## src/tga_pixel_stream_decoder_core_assert.svh

```systemverilog
// assertion macros shared by the tga pixel stream decoder modules
`ifndef TGA_PIXEL_STREAM_DECODER_CORE_ASSERT_SVH
`define TGA_PIXEL_STREAM_DECODER_CORE_ASSERT_SVH

// condition holds at every clock edge outside reset
`define TGA_ASSERT_ALWAYS(label, cond, msg) \
  label: assert property (@(posedge clk) disable iff (rst) (cond)) else $error(msg);

// consequent holds in the cycle after the antecedent
`define TGA_ASSERT_NEXT(label, ante, cons, msg) \
  label: assert property (@(posedge clk) disable iff (rst) (ante) |=> (cons)) else $error(msg);

`endif

```

## src/tga_psd_pkg.sv

```systemverilog
// types and constants of the tga pixel stream decoder
package tga_psd_pkg;

  localparam logic [2:0] CFG_IMAGE_WIDTH   = 3'd0;
  localparam logic [2:0] CFG_IMAGE_HEIGHT  = 3'd1;
  localparam logic [2:0] CFG_BYTES_PER_PIX = 3'd2;
  localparam logic [2:0] CFG_IMAGE_KIND    = 3'd3;
  localparam logic [2:0] CFG_ROWS_TOP      = 3'd4;
  localparam logic [2:0] CFG_COLS_RTL      = 3'd5;

  localparam logic [1:0] KIND_RAW = 2'd0;
  localparam logic [1:0] KIND_RLE = 2'd1;

  localparam logic [15:0] MIN_WIDTH  = 16'd4;
  localparam logic [2:0]  MAX_DEPTH  = 3'd4;
  localparam int unsigned RUN_FLAG_BIT = 7;
  localparam logic [6:0]  COUNT_MASK = 7'h7f;

  typedef enum logic [1:0] {
    ST_IDLE,
    ST_LOAD,
    ST_EMIT
  } state_t;

  typedef enum logic {
    PH_HEADER,
    PH_PIXELS
  } phase_t;

  typedef struct packed {
    logic take_byte;
    logic load_total;
    logic emit;
  } cmd_t;

  typedef struct packed {
    logic cfg_hit;
    logic pixel_done;
    logic span_last;
  } status_t;

endpackage

```

## src/tga_psd_datapath.sv

```systemverilog
// registers, byte decode and span arithmetic of the tga decoder
module tga_psd_datapath (
  input  logic                clk,
  input  logic                rst,
  input  logic                cfg_we,
  input  logic [2:0]          cfg_index,
  input  logic [15:0]         cfg_data,
  input  logic [7:0]          data_byte,
  input  tga_psd_pkg::cmd_t   cmd,
  output tga_psd_pkg::status_t status,
  output logic [31:0]         pixel_color,
  output logic [15:0]         dest_row,
  output logic [15:0]         first_column,
  output logic [7:0]          span_length,
  output logic                moves_left,
  output logic                last_of_item,
  output logic                image_complete
);

  `include "tga_pixel_stream_decoder_core_assert.svh"

  // configuration
  logic [15:0] width_reg;
  logic [15:0] height_reg;
  logic [2:0]  depth_reg;
  logic [1:0]  kind_reg;
  logic        top_first;
  logic        right_to_left;

  // packet parsing
  tga_psd_pkg::phase_t phase;
  logic [1:0]  slot;
  logic [31:0] assembly;
  logic [7:0]  packet_left;
  logic        packet_run;

  // stream position
  logic [15:0] col;
  logic [15:0] row;
  logic [31:0] pixels_left;
  logic        done;

  // pending span source
  logic [31:0] color;
  logic [7:0]  run_left;

  logic [15:0] eff_width;
  logic [2:0]  eff_depth;
  logic        cfg_hit;
  logic        ignore_byte;
  logic        is_header;
  logic [31:0] asm_next;
  logic [2:0]  slot_inc;
  logic        pix_end;

  logic [15:0] avail;
  logic [7:0]  len_a;
  logic [7:0]  len;
  logic [16:0] col_sum;
  logic        wrap;
  logic [31:0] pixels_after;
  logic        done_after;
  logic [15:0] row_out;
  logic [15:0] col_out;

  always_comb begin
    eff_width = (width_reg < tga_psd_pkg::MIN_WIDTH) ? tga_psd_pkg::MIN_WIDTH : width_reg;
    if (depth_reg == 3'd0) begin
      eff_depth = 3'd1;
    end else if (depth_reg > tga_psd_pkg::MAX_DEPTH) begin
      eff_depth = tga_psd_pkg::MAX_DEPTH;
    end else begin
      eff_depth = depth_reg;
    end
    cfg_hit     = cfg_we && (cfg_index <= tga_psd_pkg::CFG_COLS_RTL);
    ignore_byte = done || kind_reg[1];
    is_header   = (kind_reg == tga_psd_pkg::KIND_RLE) && (phase == tga_psd_pkg::PH_HEADER);
    asm_next    = assembly | ({24'd0, data_byte} << {slot, 3'b000});
    slot_inc    = {1'b0, slot} + 3'd1;
    pix_end     = slot_inc >= eff_depth;

    // span clipped at row end and at image end
    avail        = eff_width - col;
    len_a        = ({8'd0, run_left} < avail) ? run_left : avail[7:0];
    len          = ({24'd0, len_a} > pixels_left) ? pixels_left[7:0] : len_a;
    col_sum      = {1'b0, col} + {9'd0, len};
    wrap         = col_sum >= {1'b0, eff_width};
    pixels_after = pixels_left - {24'd0, len};
    done_after   = pixels_after == 32'd0;
    row_out      = top_first ? row : height_reg - 16'd1 - row;
    col_out      = right_to_left ? eff_width - 16'd1 - col : col;

    status.cfg_hit    = cfg_hit;
    status.pixel_done = !ignore_byte && !is_header && pix_end;
    status.span_last  = (len == run_left) || done_after;
  end

  always_ff @(posedge clk) begin
    if (rst) begin
      width_reg     <= tga_psd_pkg::MIN_WIDTH;
      height_reg    <= 16'd1;
      depth_reg     <= 3'd3;
      kind_reg      <= tga_psd_pkg::KIND_RAW;
      top_first     <= 1'b0;
      right_to_left <= 1'b0;
      phase         <= tga_psd_pkg::PH_HEADER;
      slot          <= 2'd0;
      assembly      <= 32'd0;
      packet_left   <= 8'd0;
      packet_run    <= 1'b0;
      col           <= 16'd0;
      row           <= 16'd0;
      pixels_left   <= 32'd4;
      done          <= 1'b0;
      run_left      <= 8'd0;
    end else if (cfg_hit) begin
      case (cfg_index)
        tga_psd_pkg::CFG_IMAGE_WIDTH:   width_reg     <= cfg_data;
        tga_psd_pkg::CFG_IMAGE_HEIGHT:  height_reg    <= cfg_data;
        tga_psd_pkg::CFG_BYTES_PER_PIX: depth_reg     <= cfg_data[2:0];
        tga_psd_pkg::CFG_IMAGE_KIND:    kind_reg      <= cfg_data[1:0];
        tga_psd_pkg::CFG_ROWS_TOP:      top_first     <= cfg_data[0];
        tga_psd_pkg::CFG_COLS_RTL:      right_to_left <= cfg_data[0];
        default: ;
      endcase
      // restart; pixel total follows in the load cycle
      phase       <= tga_psd_pkg::PH_HEADER;
      slot        <= 2'd0;
      assembly    <= 32'd0;
      packet_left <= 8'd0;
      packet_run  <= 1'b0;
      col         <= 16'd0;
      row         <= 16'd0;
      run_left    <= 8'd0;
    end else if (cmd.load_total) begin
      pixels_left <= {16'd0, eff_width} * {16'd0, height_reg};
      done        <= height_reg == 16'd0;
    end else if (cmd.take_byte && !ignore_byte) begin
      if (is_header) begin
        packet_left <= {1'b0, data_byte[6:0] & tga_psd_pkg::COUNT_MASK} + 8'd1;
        packet_run  <= data_byte[tga_psd_pkg::RUN_FLAG_BIT];
        phase       <= tga_psd_pkg::PH_PIXELS;
        slot        <= 2'd0;
        assembly    <= 32'd0;
      end else if (pix_end) begin
        slot     <= 2'd0;
        assembly <= 32'd0;
        color    <= asm_next;
        if (kind_reg == tga_psd_pkg::KIND_RAW) begin
          run_left <= 8'd1;
        end else if (packet_run) begin
          run_left    <= packet_left;
          packet_left <= 8'd0;
          phase       <= tga_psd_pkg::PH_HEADER;
        end else begin
          run_left    <= 8'd1;
          packet_left <= packet_left - 8'd1;
          if (packet_left == 8'd1) begin
            phase <= tga_psd_pkg::PH_HEADER;
          end
        end
      end else begin
        slot     <= slot_inc[1:0];
        assembly <= asm_next;
      end
    end else if (cmd.emit) begin
      col         <= wrap ? 16'd0 : col_sum[15:0];
      row         <= wrap ? row + 16'd1 : row;
      pixels_left <= pixels_after;
      done        <= done_after;
      run_left    <= run_left - len;
    end
  end

  // output register of the span channel
  always_ff @(posedge clk) begin
    if (cmd.emit) begin
      pixel_color    <= color;
      dest_row       <= row_out;
      first_column   <= col_out;
      span_length    <= len;
      moves_left     <= right_to_left;
      last_of_item   <= status.span_last;
      image_complete <= done_after;
    end
  end

  `TGA_ASSERT_ALWAYS(a_span_len_nonzero, !cmd.emit || len != 8'd0,
    "span emitted with zero length")

endmodule

```

## src/tga_psd_ctrl.sv

```systemverilog
// control state machine of the tga decoder: byte intake, total load, span emission
module tga_psd_ctrl (
  input  logic                 clk,
  input  logic                 rst,
  input  logic                 data_valid,
  output logic                 data_stall,
  output logic                 span_valid,
  input  logic                 span_stall,
  input  tga_psd_pkg::status_t status,
  output tga_psd_pkg::cmd_t    cmd
);

  `include "tga_pixel_stream_decoder_core_assert.svh"

  tga_psd_pkg::state_t state;
  tga_psd_pkg::state_t state_next;
  logic                span_valid_next;
  logic                in_accept;

  always_ff @(posedge clk) begin
    if (rst) begin
      state      <= tga_psd_pkg::ST_IDLE;
      span_valid <= 1'b0;
    end else begin
      state      <= state_next;
      span_valid <= span_valid_next;
    end
  end

  always_comb begin
    state_next     = state;
    cmd            = '0;
    data_stall     = 1'b1;
    in_accept      = 1'b0;
    case (state)
      tga_psd_pkg::ST_IDLE: begin
        data_stall    = status.cfg_hit;
        in_accept     = data_valid && !status.cfg_hit;
        cmd.take_byte = in_accept;
        if (in_accept && status.pixel_done) begin
          state_next = tga_psd_pkg::ST_EMIT;
        end
      end
      tga_psd_pkg::ST_LOAD: begin
        cmd.load_total = 1'b1;
        state_next     = tga_psd_pkg::ST_IDLE;
      end
      tga_psd_pkg::ST_EMIT: begin
        // output register free or being taken this cycle
        cmd.emit = !span_valid || !span_stall;
        if (cmd.emit && status.span_last) begin
          state_next = tga_psd_pkg::ST_IDLE;
        end
      end
      default: begin
        state_next = tga_psd_pkg::ST_IDLE;
      end
    endcase
    if (status.cfg_hit) begin
      cmd.emit   = 1'b0;
      state_next = tga_psd_pkg::ST_LOAD;
    end
    span_valid_next = cmd.emit || (span_valid && span_stall);
  end

  `TGA_ASSERT_ALWAYS(a_accept_only_idle,
    !(data_valid && !data_stall) || state == tga_psd_pkg::ST_IDLE,
    "byte transaction accepted outside idle")
  `TGA_ASSERT_ALWAYS(a_no_overwrite,
    !(cmd.emit && span_valid && span_stall),
    "held span overwritten while stalled")
  `TGA_ASSERT_NEXT(a_last_span_idle,
    state == tga_psd_pkg::ST_EMIT && cmd.emit && status.span_last && !status.cfg_hit,
    state == tga_psd_pkg::ST_IDLE,
    "controller stayed in emit after last span")

endmodule

```

## src/tga_pixel_stream_decoder_core.sv

```systemverilog
// tga pixel stream decoder: top level joining controller and datapath
// a byte that completes no pixel is taken while the controller is idle; input is held off otherwise
// a byte that completes a pixel is followed by n spans (1..33), one span per cycle while the output is not stalled
// after its byte transaction the first span is computed in the emit state and then held in the output register
// a configuration write stalls input in its own cycle and in the load state, while the total is loaded
// synchronous reset restores register defaults (4x1, 3 bytes, raw) and restarts decoding
module tga_pixel_stream_decoder_core (
  input  logic        clk,
  input  logic        rst,
  input  logic        cfg_we,
  input  logic [2:0]  cfg_index,
  input  logic [15:0] cfg_data,
  input  logic        data_valid,
  output logic        data_stall,
  input  logic [7:0]  data_byte,
  output logic        span_valid,
  input  logic        span_stall,
  output logic [31:0] pixel_color,
  output logic [15:0] dest_row,
  output logic [15:0] first_column,
  output logic [7:0]  span_length,
  output logic        moves_left,
  output logic        last_of_item,
  output logic        image_complete
);

  tga_psd_pkg::cmd_t    cmd;
  tga_psd_pkg::status_t status;

  tga_psd_ctrl u_ctrl (
    .clk        (clk),
    .rst        (rst),
    .data_valid (data_valid),
    .data_stall (data_stall),
    .span_valid (span_valid),
    .span_stall (span_stall),
    .status     (status),
    .cmd        (cmd)
  );

  tga_psd_datapath u_datapath (
    .clk            (clk),
    .rst            (rst),
    .cfg_we         (cfg_we),
    .cfg_index      (cfg_index),
    .cfg_data       (cfg_data),
    .data_byte      (data_byte),
    .cmd            (cmd),
    .status         (status),
    .pixel_color    (pixel_color),
    .dest_row       (dest_row),
    .first_column   (first_column),
    .span_length    (span_length),
    .moves_left     (moves_left),
    .last_of_item   (last_of_item),
    .image_complete (image_complete)
  );

endmodule

```

## config.mk

```make
export PLATFORM = sky130hd
export DESIGN_NAME = tga_pixel_stream_decoder_core
export DESIGN_NICKNAME = d
export VERILOG_FILES = /design/src/tga_psd_pkg.sv /design/src/tga_psd_datapath.sv /design/src/tga_psd_ctrl.sv /design/src/tga_pixel_stream_decoder_core.sv
export VERILOG_INCLUDE_DIRS = /design/src /design/src/src
export SDC_FILE = /design/constraint.sdc
export NUM_CORES = 1
export LEC_CHECK = 0
export ABC_AREA = 1
export BUFFER_PORTS_ARGS = -buffer_cell sky130_fd_sc_hd__buf_2
export CAP_MARGIN = 10
export CORE_AREA = 5 5 195 197
export CTS_CLUSTER_DIAMETER = 50
export DETAILED_ROUTE_END_ITERATION = 7
export DIE_AREA = 0 0 200 202
export HOLD_SLACK_MARGIN = 0.02
export PLACE_DENSITY = 0.95
export SLEW_MARGIN = 20
export SYNTH_ARGS = -nofsm -noshare
export SYNTH_HDL_FRONTEND = slang
export SYNTH_SLANG_ARGS = --single-unit
```

## constraint.sdc

```tcl
create_clock -name clk -period 18.85 [get_ports clk]
set_clock_uncertainty 0.15 [all_clocks]
set_input_delay 2.8275 -clock clk [delete_from_list [all_inputs] [get_ports clk]]
set_output_delay 2.8275 -clock clk [all_outputs]
set_load 0.1 [all_outputs]
```

Word level (Yosys, flattened, before mapping). Index checks and enable logic that the tools add are counted. W data, S select, Z words.

Output and inout port bits: 77. Flip-flop bits (word level): 266.

Add/subtract/negate cells: 12. Multiply operators: 1. Reductions and logical operators: 46. Equality and inequality tests: 18. Mux-type cells: 42. Shifts and indexed selects: 1. Order comparisons: 7. Bitwise gates (word level): 7.

Operator list (count): $mux W32 (5); $mux W8 (12); $mux W16 (4); $sub A16 B16 Y16 (3); $gt A8 B32 Y1 (1); $logic_not A32 Y1 (1); $mul A16 B16 Y32 (1); $or A32 B32 Y32 (1); $shl A8 B5 Y32 (1); $sub A16 B1 Y16 const B (2); $sub A32 B8 Y32 (1); $reduce_and A2 Y1 (9); $add A16 B8 Y17 (1); $ge A17 B16 Y1 (1); $add A16 B1 Y16 const B (1); $logic_not A16 Y1 (1); $lt A16 B3 Y1 const B (1); $lt A8 B16 Y1 (1); $mux W1 (14); $reduce_and A4 Y1 (3); $logic_and A1 B1 Y1 (9); $reduce_and A3 Y1 (3); $add A7 B1 Y8 const B (1); $eq A8 B1 Y1 const B (1); other kinds (28) (56).

Logic depth before layout (Yosys ltp). Gate-level depths: netlist of the first run.

Depth after elaboration: 14. Depth in mapped cells: 63.

Hierarchy. Synthesis of the first run repeated with hierarchy kept, for this count alone.

Cell total of the unflattened synthesis: 3069. Area total of the unflattened synthesis: 23980.5 sq um.

By module, submodules not included: tga_psd_datapath (cells each 3045, times used 1, area each 23827.9 sq um); tga_psd_ctrl (cells each 24, times used 1, area each 152.6 sq um).

Worst setup path after synthesis of the first run. Ideal clock, no wire load.

Kind: register to register. Start: reg u_datapath.width_reg[3]. End: reg u_datapath.row[0]. Cell stages (with the launch flop): 60. Clock period less this slack: 8605 ps. Data arrival time: 8336 ps. Required time: 18582 ps. Slack: 10245 ps. Buffers on the path: 6. Path through: dfxtp_1 clkbuf_1 inv_1 nand3_1 nor2_1 nor2_1 clkinv_1 ha_1 buf_2 nand2_1 nand2_1 inv_1 nand2_1 nand2_1 nand2_1 xor2_1 inv_1 ha_1 [... 24 more ...] nor2_2 xor2_1 inv_1 ha_1 nand2_1 inv_1 a221oi_1 o221ai_1 nand2_1 a31o_2 nand2_1 a221oi_1 nand2_2 nand2_4 inv_6 buf_6 o21ai_1 a21oi_2.

Word-level cells in the longest chain between the ends: 10.

RTL lines: start: declaration (line tga_psd_datapath.sv:23) `logic [15:0] width_reg;`; start signal: assignment (line tga_psd_datapath.sv:100) `width_reg <= tga_psd_pkg::MIN_WIDTH;`; start signal: assignment (line tga_psd_datapath.sv:118) `tga_psd_pkg::CFG_IMAGE_WIDTH: width_reg <= cfg_data;`; $lt A16 B3 Y1 (line tga_psd_datapath.sv:67) `eff_width = (width_reg < tga_psd_pkg::MIN_WIDTH) ? tga_psd_pkg::MIN_WIDTH : width_reg;`; $mux W16 (*) (line tga_psd_datapath.sv:67); $sub A16 B16 Y16 (*) (line tga_psd_datapath.sv:83) `avail = eff_width - col;`; $lt A8 B16 Y1 (line tga_psd_datapath.sv:84) `len_a = ({8'd0, run_left} < avail) ? run_left : avail[7:0];`; $mux W8 (*) (line tga_psd_datapath.sv:84); $gt A8 B32 Y1 (line tga_psd_datapath.sv:85) `len = ({24'd0, len_a} > pixels_left) ? pixels_left[7:0] : len_a;`; $mux W8 (*) (line tga_psd_datapath.sv:85); via u_datapath.len[0] (line tga_psd_datapath.sv:58) `logic [7:0] len;`; $add A16 B8 Y17 (*) (line tga_psd_datapath.sv:86) `col_sum = {1'b0, col} + {9'd0, len};`; $ge A17 B16 Y1 (*) (line tga_psd_datapath.sv:87) `wrap = col_sum >= {1'b0, eff_width};`; $reduce_and A4 Y1 (no line) (*); end signal: assignment (line tga_psd_datapath.sv:168) `row <= wrap ? row + 16'd1 : row;`; end: declaration (line tga_psd_datapath.sv:39) `logic [15:0] row;`.

Mark *: on every way through the listed nets, which the timed path passes. The rest lies on a longest branch. A chain may end at the register's enable or synchronous reset.

Final worst setup path of the first run.
Start: reg u_datapath.width_reg[9]. End: reg u_datapath.col[5].

Word-level cells in the longest chain between the ends: 10.

RTL lines: $lt A16 B3 Y1 (line tga_psd_datapath.sv:67); $mux W16 (*) (line tga_psd_datapath.sv:67); $sub A16 B16 Y16 (line tga_psd_datapath.sv:83); $lt A8 B16 Y1 (line tga_psd_datapath.sv:84); $mux W8 (line tga_psd_datapath.sv:84); $gt A8 B32 Y1 (line tga_psd_datapath.sv:85); $mux W8 (line tga_psd_datapath.sv:85); $add A16 B8 Y17 (line tga_psd_datapath.sv:86); $ge A17 B16 Y1 (line tga_psd_datapath.sv:87); $mux W16 (*) (line tga_psd_datapath.sv:167) `col <= wrap ? 16'd0 : col_sum[15:0];`; end signal: assignment (line tga_psd_datapath.sv:167); end: declaration (line tga_psd_datapath.sv:38) `logic [15:0] col;`.

Mark *: on every way between the ends. The rest lies on a longest branch, timed or not.

==> results by group, run 1 <==
Timing
  • Final Hold Violating Endpoints: 0
  • Tcrit/Tclk final: 0.6092
  • F_max: approximately 87 MHz
  • Fin worst setup slack: around 7.4 ns
  • Slew Limit Fails: 0
  • Relative slew slack: 0.3254
  • # setup viols final: 0
  • Tmin final: around 11 ns
  • Setup TNS: 0 ns
  • Worst-Margin Slew: 1.009 ns
  • RSZ-0062 raised after global routing: false

Synthesis
  • Post-synth cell types: 62
  • Synth Cell Area: approximately 0.025 mm2
  • Syn_nets: ~3600
  • Yosys reg bits: between 200 and 300
  • Synth Instances: roughly 3200
  • Asr flop ratio synth: 0
  • Sequential share of the synthesized area: 0.2608
  • Ys flop type: dfxtp_1
  • Synth Warn #: 0
  • Top-area cell type share of the netlist area: 0.1616
  • Synth area leader: fa_1
  • Avg Cell Area, Syn: about 7.6 um2
  • Post-synth EDFFs: 107
  • Synth area leaders: fa_1 (16%), edfxtp_1 (13%), dfxtp_1 (13%)

CTS
  • H-tree levels: 1
  • CTS Root Cell: clkbuf_16
  • CTS resizes: 0
  • Clk slew on worst S/H paths: 0.07 ns
  • CTS tree: done
  • Skew-Pair Late Insertion Delay: roughly 0.6 ns
  • CTS sink count: ~270
  • Number of hold buffers added after cts: 0
  • Post-CTS Setup Bufs: 0
  • Clock Path Buffers: 3
  • Cts bufs inserted: 31

Global routing
  • First-pass GRT wire length: 114300 um
  • Grt ovf: 0
  • Vias in the first global route: ~22000
  • Largest net degree at the start of global routing: between 50 and 60
  • Total Routing Usage GR: 0.3530
  • Initial antenna violation count: 0

Critical path
  • Cell mode on critical path: nand2_1
  • CP max stage delay: 0.95 ns
  • Critical Setup Path Class: reg2reg
  • Highest-delay cell along the critical path: dfxtp_1
  • CP Max Fanout: 35
  • Critical Path End Type: register
  • CP required: approximately 19 ns
  • Worst Path Arrival: between 10 and 15 ns
  • Type of origin of the critical path: register

Worst hold path
  • Hold Path Class: reg2reg

Die
  • Vert. Die Dim: a little over 200 um
  • Die area: ~0.040 mm2
  • Core Region: ~0.036 mm2
  • # IOs: 109
  • # rows: 70
  • Starting Density: 0.6797
  • Die width: roughly 200 um

Placed design
  • HPWL after DPL: approximately 55000 um
  • Setup WS pre-CTS: about 8 ns
  • RePlAce Congestion: between 1 and 1.5
  • # port buffers: around 110

Detailed routing
  • DR iter-0 viols: ~2400
  • DRC: 0
  • Drt first pass iters: 7
  • Post-DRT Antenna Nets: 0
  • WL final: ~70000 um
  • Via Count: roughly 22000
  • DR vias/cell: between 6 and 7
  • Routed len/inst: ~19 um

Power
  • Power Density: approximately 68 mW/mm2
  • Leakage power: roughly 13 nW
  • Worst vdd ir: between 0.0001 and 0.00015 V

Run
  • Max Cap Viol: 0

Final layout
  • Filler instances: about 2600
  • Area occupied by multi-input gates: roughly 0.015 mm2
  • Leading cell type in the layout, fill and taps excluded: nand2_1
  • Fin nets: approximately 3700
  • Commonest cells after routing, fill and taps aside: nand2_1 (665), inv_1 (572), nor2_1 (225), a21oi_1 (216), fa_1 (198)
  • Register area: 0.006396 mm2
  • Share of cells above drive strength 1: 0.09960
  • Area Growth Syn to Fin: 7.514%
  • Ant diodes: 0

Run status
  • Status: complete, no violations
==> worst max-delay path: cells and delay by family, from the launching register on <==
kind / cells / cell delay (ns)
and+or+nand+nor: 25 / 4.03
AOI/OAI and AO/OA: 9 / 2.99
adders and majority gates: 5 / 1.71
DFF: 1 / 0.95
buffers and inverters: 5 / 0.88
xor gates and xnor gates: 2 / 0.59
==> cell usage after synthesis (6+ instances only) <==
cell	number
a211oi_1	16
a21oi_1	217
a21oi_2	8
a221oi_1	8
a31oi_1	15
buf_1	13
clkbuf_1	105
clkinv_1	9
dfxtp_1	159
edfxtp_1	107
fa_1	198
ha_1	185
inv_1	573
inv_2	11
nand2_1	666
nand2_2	31
nand2_4	6
nand3_1	112
nand3_2	12
nand3b_1	6
nand4_1	33
nor2_1	226
nor2_2	14
nor2_4	6
nor3_1	68
nor4_1	13
o211ai_1	19
o21ai_0	169
o21ai_1	19
o21ai_2	7
o21bai_1	8
or2_2	33
xnor2_1	19
xor2_1	58
==> kinds of logic (layout without fill, tap and decap cells) <==
kind of cell               Yosys count  in the layout  synth area share
and+or+nand+nor                   1247           1247            0.2252
buffers and inverters              720            775            0.1121
AOI/OAI and AO/OA                  515            515            0.1185
adders and majority gates          383            383            0.2560
DFF                                266            266            0.2608
xor gates and xnor gates            77             77           0.02750
==> cell type report <==
| cell class | count | area share |
|---|---|---|
| multi-input combinational | 2222 | 0.5839 |
| sequential | 266 | 0.2426 |
| inverter | 594 | 0.08479 |
| clock buffer | 37 | 0.03345 |
| timing repair buffer | 123 | 0.02477 |
| tap | 468 | 0.02221 |
| clock inverter | 21 | 0.008351 |
==> metrics by stage <==
stage / util / area [um2] / std cells / total power, mW / hold WS (ns)
2_1_floorplan: - / 24530 / 3208 / 1.014 / 0.2503
3_3_place_gp: 0.7001 / 25260 / 3673 / 1.130 / 0.2519
3_5_place_dp: 0.7001 / 25260 / 3673 / 1.139 / 0.2545
4_1_cts: 0.7307 / 26370 / 3731 / 1.771 / 0.2674
5_1_grt: 0.7308 / 26370 / 3731 / 1.863 / 0.2759
6_report: 0.7308 / 26370 / 3731 / 1.789 / 0.2686
==> report_power, final <==
group          internal [mW]  switching [mW]  leakage [nW]  total [mW]
Sequential             0.613          0.0258          2.26       0.639
Combinational          0.155           0.353          10.4       0.508
Clock                  0.370           0.272         0.549       0.641
==> per-layer routing <==
metal | vias up | part of all wire | global-route usage
li1 | 10300 | - | -
met1 | 10387 | 0.37 | 0.4378
met2 | 1451 | 0.47 | 0.5757
met3 | 300 | 0.11 | 0.08285
met4 | 0 | 0.060 | 0.1776
met5 | - | 0 | 0
==> final timing paths <==
| path | from | to | slack (ns) | cells after the start |
|---|---|---|---|---|
| setup / recovery | u_datapath.width_reg[9]$_SDFFE_PP0P_ | u_datapath.col[5]$_SDFFE_PP0P_ | 7.37 | 46 |
| hold / removal | u_datapath.color[31]$_DFFE_PP_ | u_datapath.pixel_color[31]$_DFFE_PP_ | 0.27 | 0 |
| hold reg to reg | u_datapath.color[31]$_DFFE_PP_ | u_datapath.pixel_color[31]$_DFFE_PP_ | 0.27 | 0 |
| setup reg to reg | u_datapath.width_reg[9]$_SDFFE_PP0P_ | u_datapath.col[5]$_SDFFE_PP0P_ | 7.37 | 46 |
(Power assumes the default switching activity.)
==> run 2, diff against run 1 <==
- ABC_AREA: 1 -> 0
- CORE_AREA: 5 5 195 197 -> 5 5 200 202
- DIE_AREA: 0 0 200 202 -> 0 0 205 207
- PLACE_DENSITY: 0.95 -> 0.91
- clock period: 18.85 -> 11.55 ns (I/O delays scaled with it)
==> run 2 against run 1 <==
Power increased by 55%. Die area rose by 5.0%. Critical path type unchanged. Global-route usage shrank 3.1 points. Routed wire length fell by 4.4%. Sequential power up 58%. Non-clock buffer count rose by 22. Synthesized cell count shrank 14%.
==> results by group, run 2 <==
Run status
  • Status: complete, no violations (unchanged)

Detailed routing
  • WL final: 68940 um (was 72130 um)
  • Drt first pass iters: 6 (was 7)
  • DR iter-0 viols: 2097 (was 2385)
  • DR vias/cell: 6.251 (was 6.014)
  • Routed len/inst: 20.81 um (was 19.33 um)
  • DRC: 0 (unchanged)
  • Via Count: 20702 (was 22438)
  • Post-DRT Antenna Nets: 0 (unchanged)

Die
  • Die area: 0.04244 mm2 (was 0.04040 mm2)
  • Core Region: 0.03811 mm2 (was 0.03608 mm2)
  • Starting Density: 0.6258 (was 0.6797)
  • # rows: 72 (was 70)
  • Die width: 205 um (was 200 um)
  • Vert. Die Dim: 207 um (was 202 um)
  • # IOs: 109 (unchanged)

Synthesis
  • Ys flop type: dfxtp_1 (unchanged)
  • Synth Warn #: 0 (unchanged)
  • Post-synth cell types: 104 (was 62)
  • Avg Cell Area, Syn: 8.668 um2 (was 7.645 um2)
  • Synth area leader: fa_1 (unchanged)
  • Yosys reg bits: 266 (unchanged)
  • Synth Cell Area: 0.02385 mm2 (was 0.02453 mm2)
  • Synth Instances: 2751 (was 3208)
  • Sequential share of the synthesized area: 0.2682 (was 0.2608)
  • Syn_nets: 3166 (was 3623)
  • Top cells by count, synth: nand2_1 (392), inv_1 (323), fa_1 (198) (was nand2_1 (666), inv_1 (573), nor2_1 (226))
  • Count leader, synth: nand2_1 (unchanged)
  • Post-synth EDFFs: 107 (unchanged)
  • Top-area cell type share of the netlist area: 0.1662 (was 0.1616)
  • Asr flop ratio synth: 0 (unchanged)
  • Synth area leaders: fa_1 (17%), edfxtp_1 (13%), dfxtp_1 (13%) (was fa_1 (16%), edfxtp_1 (13%), dfxtp_1 (13%))

Power
  • Power, Total: 2.771 mW (was 1.789 mW)
  • Worst vdd ir: 0.0001687 V (was 0.0001277 V)
  • Comb power frac: 0.208 (was 0.284)
  • Switch share: 0.3073 (was 0.3637)
  • Leakage power: 11.80 nW (was 13.18 nW)
  • Power Density: 106.7 mW/mm2 (was 67.83 mW/mm2)
  • Sw Pwr: 0.8514 mW (was 0.6504 mW)
  • Int Power: 1.919 mW (was 1.138 mW)
  • Flop pwr share: 0.366 (was 0.357)
  • Clk network pwr share: 0.426 (was 0.359)

Global routing
  • Vias in the first global route: 21179 (was 22138)
  • Largest net degree at the start of global routing: 53 (was 57)
  • Grt ovf: 0 (unchanged)
  • Initial antenna violation count: 1 (was 0)
  • First-pass GRT wire length: 110700 um (was 114300 um)
  • Total Routing Usage GR: 0.3218 (was 0.3530)

Critical path
  • Critical Path End Type: register (unchanged)
  • Cell mode on critical path: ha_1 (was nand2_1)
  • CP Max Fanout: 22 (was 35)
  • Highest-delay cell along the critical path: nor4_1 (was dfxtp_1)
  • CP max stage delay: 0.53 ns (was 0.95 ns)
  • Type of origin of the critical path: register (unchanged)
  • Worst Path Arrival: 11.19 ns (was 11.80 ns)
  • Critical Setup Path Class: reg2reg (unchanged)
  • CP required: 11.88 ns (was 19.16 ns)

Final layout
  • Leading cell type in the layout, fill and taps excluded: nand2_1 (unchanged)
  • Share of cells above drive strength 1: 0.09739 (was 0.09960)
  • Filler instances: 2780 (was 2615)
  • Fin util: 0.6817 (was 0.7308)
  • Commonest cells after routing, fill and taps aside: nand2_1 (390), inv_1 (322), fa_1 (198), a21oi_1 (185), ha_1 (185) (was nand2_1 (665), inv_1 (572), nor2_1 (225), a21oi_1 (216), fa_1 (198))
  • Area Growth Syn to Fin: 8.941% (was 7.514%)
  • Fin nets: 3180 (was 3653)
  • Fin area: 0.02598 mm2 (was 0.02637 mm2)

CTS
  • CTS tree: done (unchanged)
  • Clk slew on worst S/H paths: 0.06 ns (was 0.07 ns)
  • Clock Path Buffers: 3 (unchanged)
  • Skew-Pair Late Insertion Delay: 0.56 ns (was 0.60 ns)
  • CTS Root Cell: clkbuf_16 (unchanged)
  • CTS sink count: 266 (unchanged)
  • Number of hold buffers added after cts: 0 (unchanged)
  • H-tree levels: 2 (was 1)
  • Cts bufs inserted: 37 (was 31)

Timing
  • Setup TNS: 0 ns (unchanged)
  • Tcrit/Tclk final: 0.9402 (was 0.6092)
  • Relative slew slack: 0.2345 (was 0.3254)
  • F_max: 92.09 MHz (was 87.08 MHz)
  • Fin worst setup slack: 0.6911 ns (was 7.367 ns)
  • Slew Limit Fails: 0 (unchanged)
  • RSZ-0062 raised after global routing: false (unchanged)
  • Final Hold Violating Endpoints: 0 (unchanged)
  • Worst-Margin Slew: 1.146 ns (was 1.009 ns)
  • Tmin final: 10.86 ns (was 11.48 ns)
  • # setup viols final: 0 (unchanged)

Placed design
  • Placed cell area: 0.02463 mm2 (was 0.02526 mm2)
  • # port buffers: 108 (unchanged)
  • Setup WS pre-CTS: 0.6066 ns (was 7.849 ns)
  • HPWL after DPL: 49690 um (was 55300 um)
  • RePlAce Congestion: 1.022 (was 1.020)

Run
  • Max Cap Viol: 0 (unchanged)

Worst hold path
  • Hold Path Class: reg2reg (unchanged)
## run 2: cell type report
cell class              count  area (um2)  share of cell area
inverters                 326        1225             0.04715
clock buffers              50        1069             0.04113
repair buffers            145       818.3             0.03150
multi-input cells        1989       15580              0.5999
diodes                      1       2.502          0.00009633
clock inverters            17       235.2            0.009055
well taps                 518       648.1             0.02495
flip-flops and latches    266        6396              0.2462
## run 2: worst max-delay path: cells and delay by family (launching register included)
family          cells  cell delay [ns]
compound gates     15             3.62
simple gates       12             2.87
fa+ha+maj           5             1.65
buf+inv             5             0.99
mux                 2             0.73
xor+xnor            2             0.41
flops               1             0.33
## run 2: per-layer routing
metal	wire [um]	part of all wire	global-route usage
met1	25690	0.37	0.4116
met2	32240	0.47	0.5209
met3	7747	0.11	0.08117
met4	3261	0.047	0.1365
met5	0	0	0
## run 2: path summary, 6_finish.rpt
path                                         from                                    to  slack, ns  cells past startpoint
max reg2reg  u_datapath.width_reg[2]$_SDFFE_PP1P_       u_datapath.row[11]$_SDFFE_PP0P_       0.69                     41
min                u_datapath.color[11]$_DFFE_PP_  u_datapath.pixel_color[11]$_DFFE_PP_       0.27                      0
min reg2reg        u_datapath.color[11]$_DFFE_PP_  u_datapath.pixel_color[11]$_DFFE_PP_       0.27                      0
max          u_datapath.width_reg[2]$_SDFFE_PP1P_       u_datapath.row[11]$_SDFFE_PP0P_       0.69                     41
## run 2: per-stage QoR
stage          hold slack (ns)  cells
6_report                0.2656   3312
4_1_cts                 0.2671   3309
3_5_place_dp            0.2545   3242
2_1_floorplan           0.2503   2751
5_1_grt                 0.2809   3311
3_3_place_gp            0.2541   3242
## run 2: cells by family (layout without fill, tap and decap cells)
logic type | after synthesis | in the layout | synth area share
XOR/XNOR | 106 | 106 | 0.03893
AND/OR/NAND/NOR | 897 | 897 | 0.1763
flip-flops | 266 | 266 | 0.2682
AO/OA/AOI/OAI | 568 | 568 | 0.1559
buffers and inverters | 496 | 538 | 0.08075
adder cells (fa/ha/maj) | 394 | 394 | 0.2682
other | 0 | 1 | 0
multiplexers | 24 | 24 | 0.01165
## run 2: timing repair
action,CTS,global route
resized for setup,0,3
endpoints found under the setup margin,0,30
setup buffers,0,2
hold endpoints to repair,0,0
## run 2: power groups by stage
stage                     registers [mW]  logic, mW  clock network [mW]
after floorplan                     1.03      0.422                   0
after global placement              1.03      0.539                   0
after detailed placement            1.03      0.551                   0
after CTS                           1.01      0.560                1.19
after global routing                1.01      0.623                1.24
final                               1.01      0.577                1.18
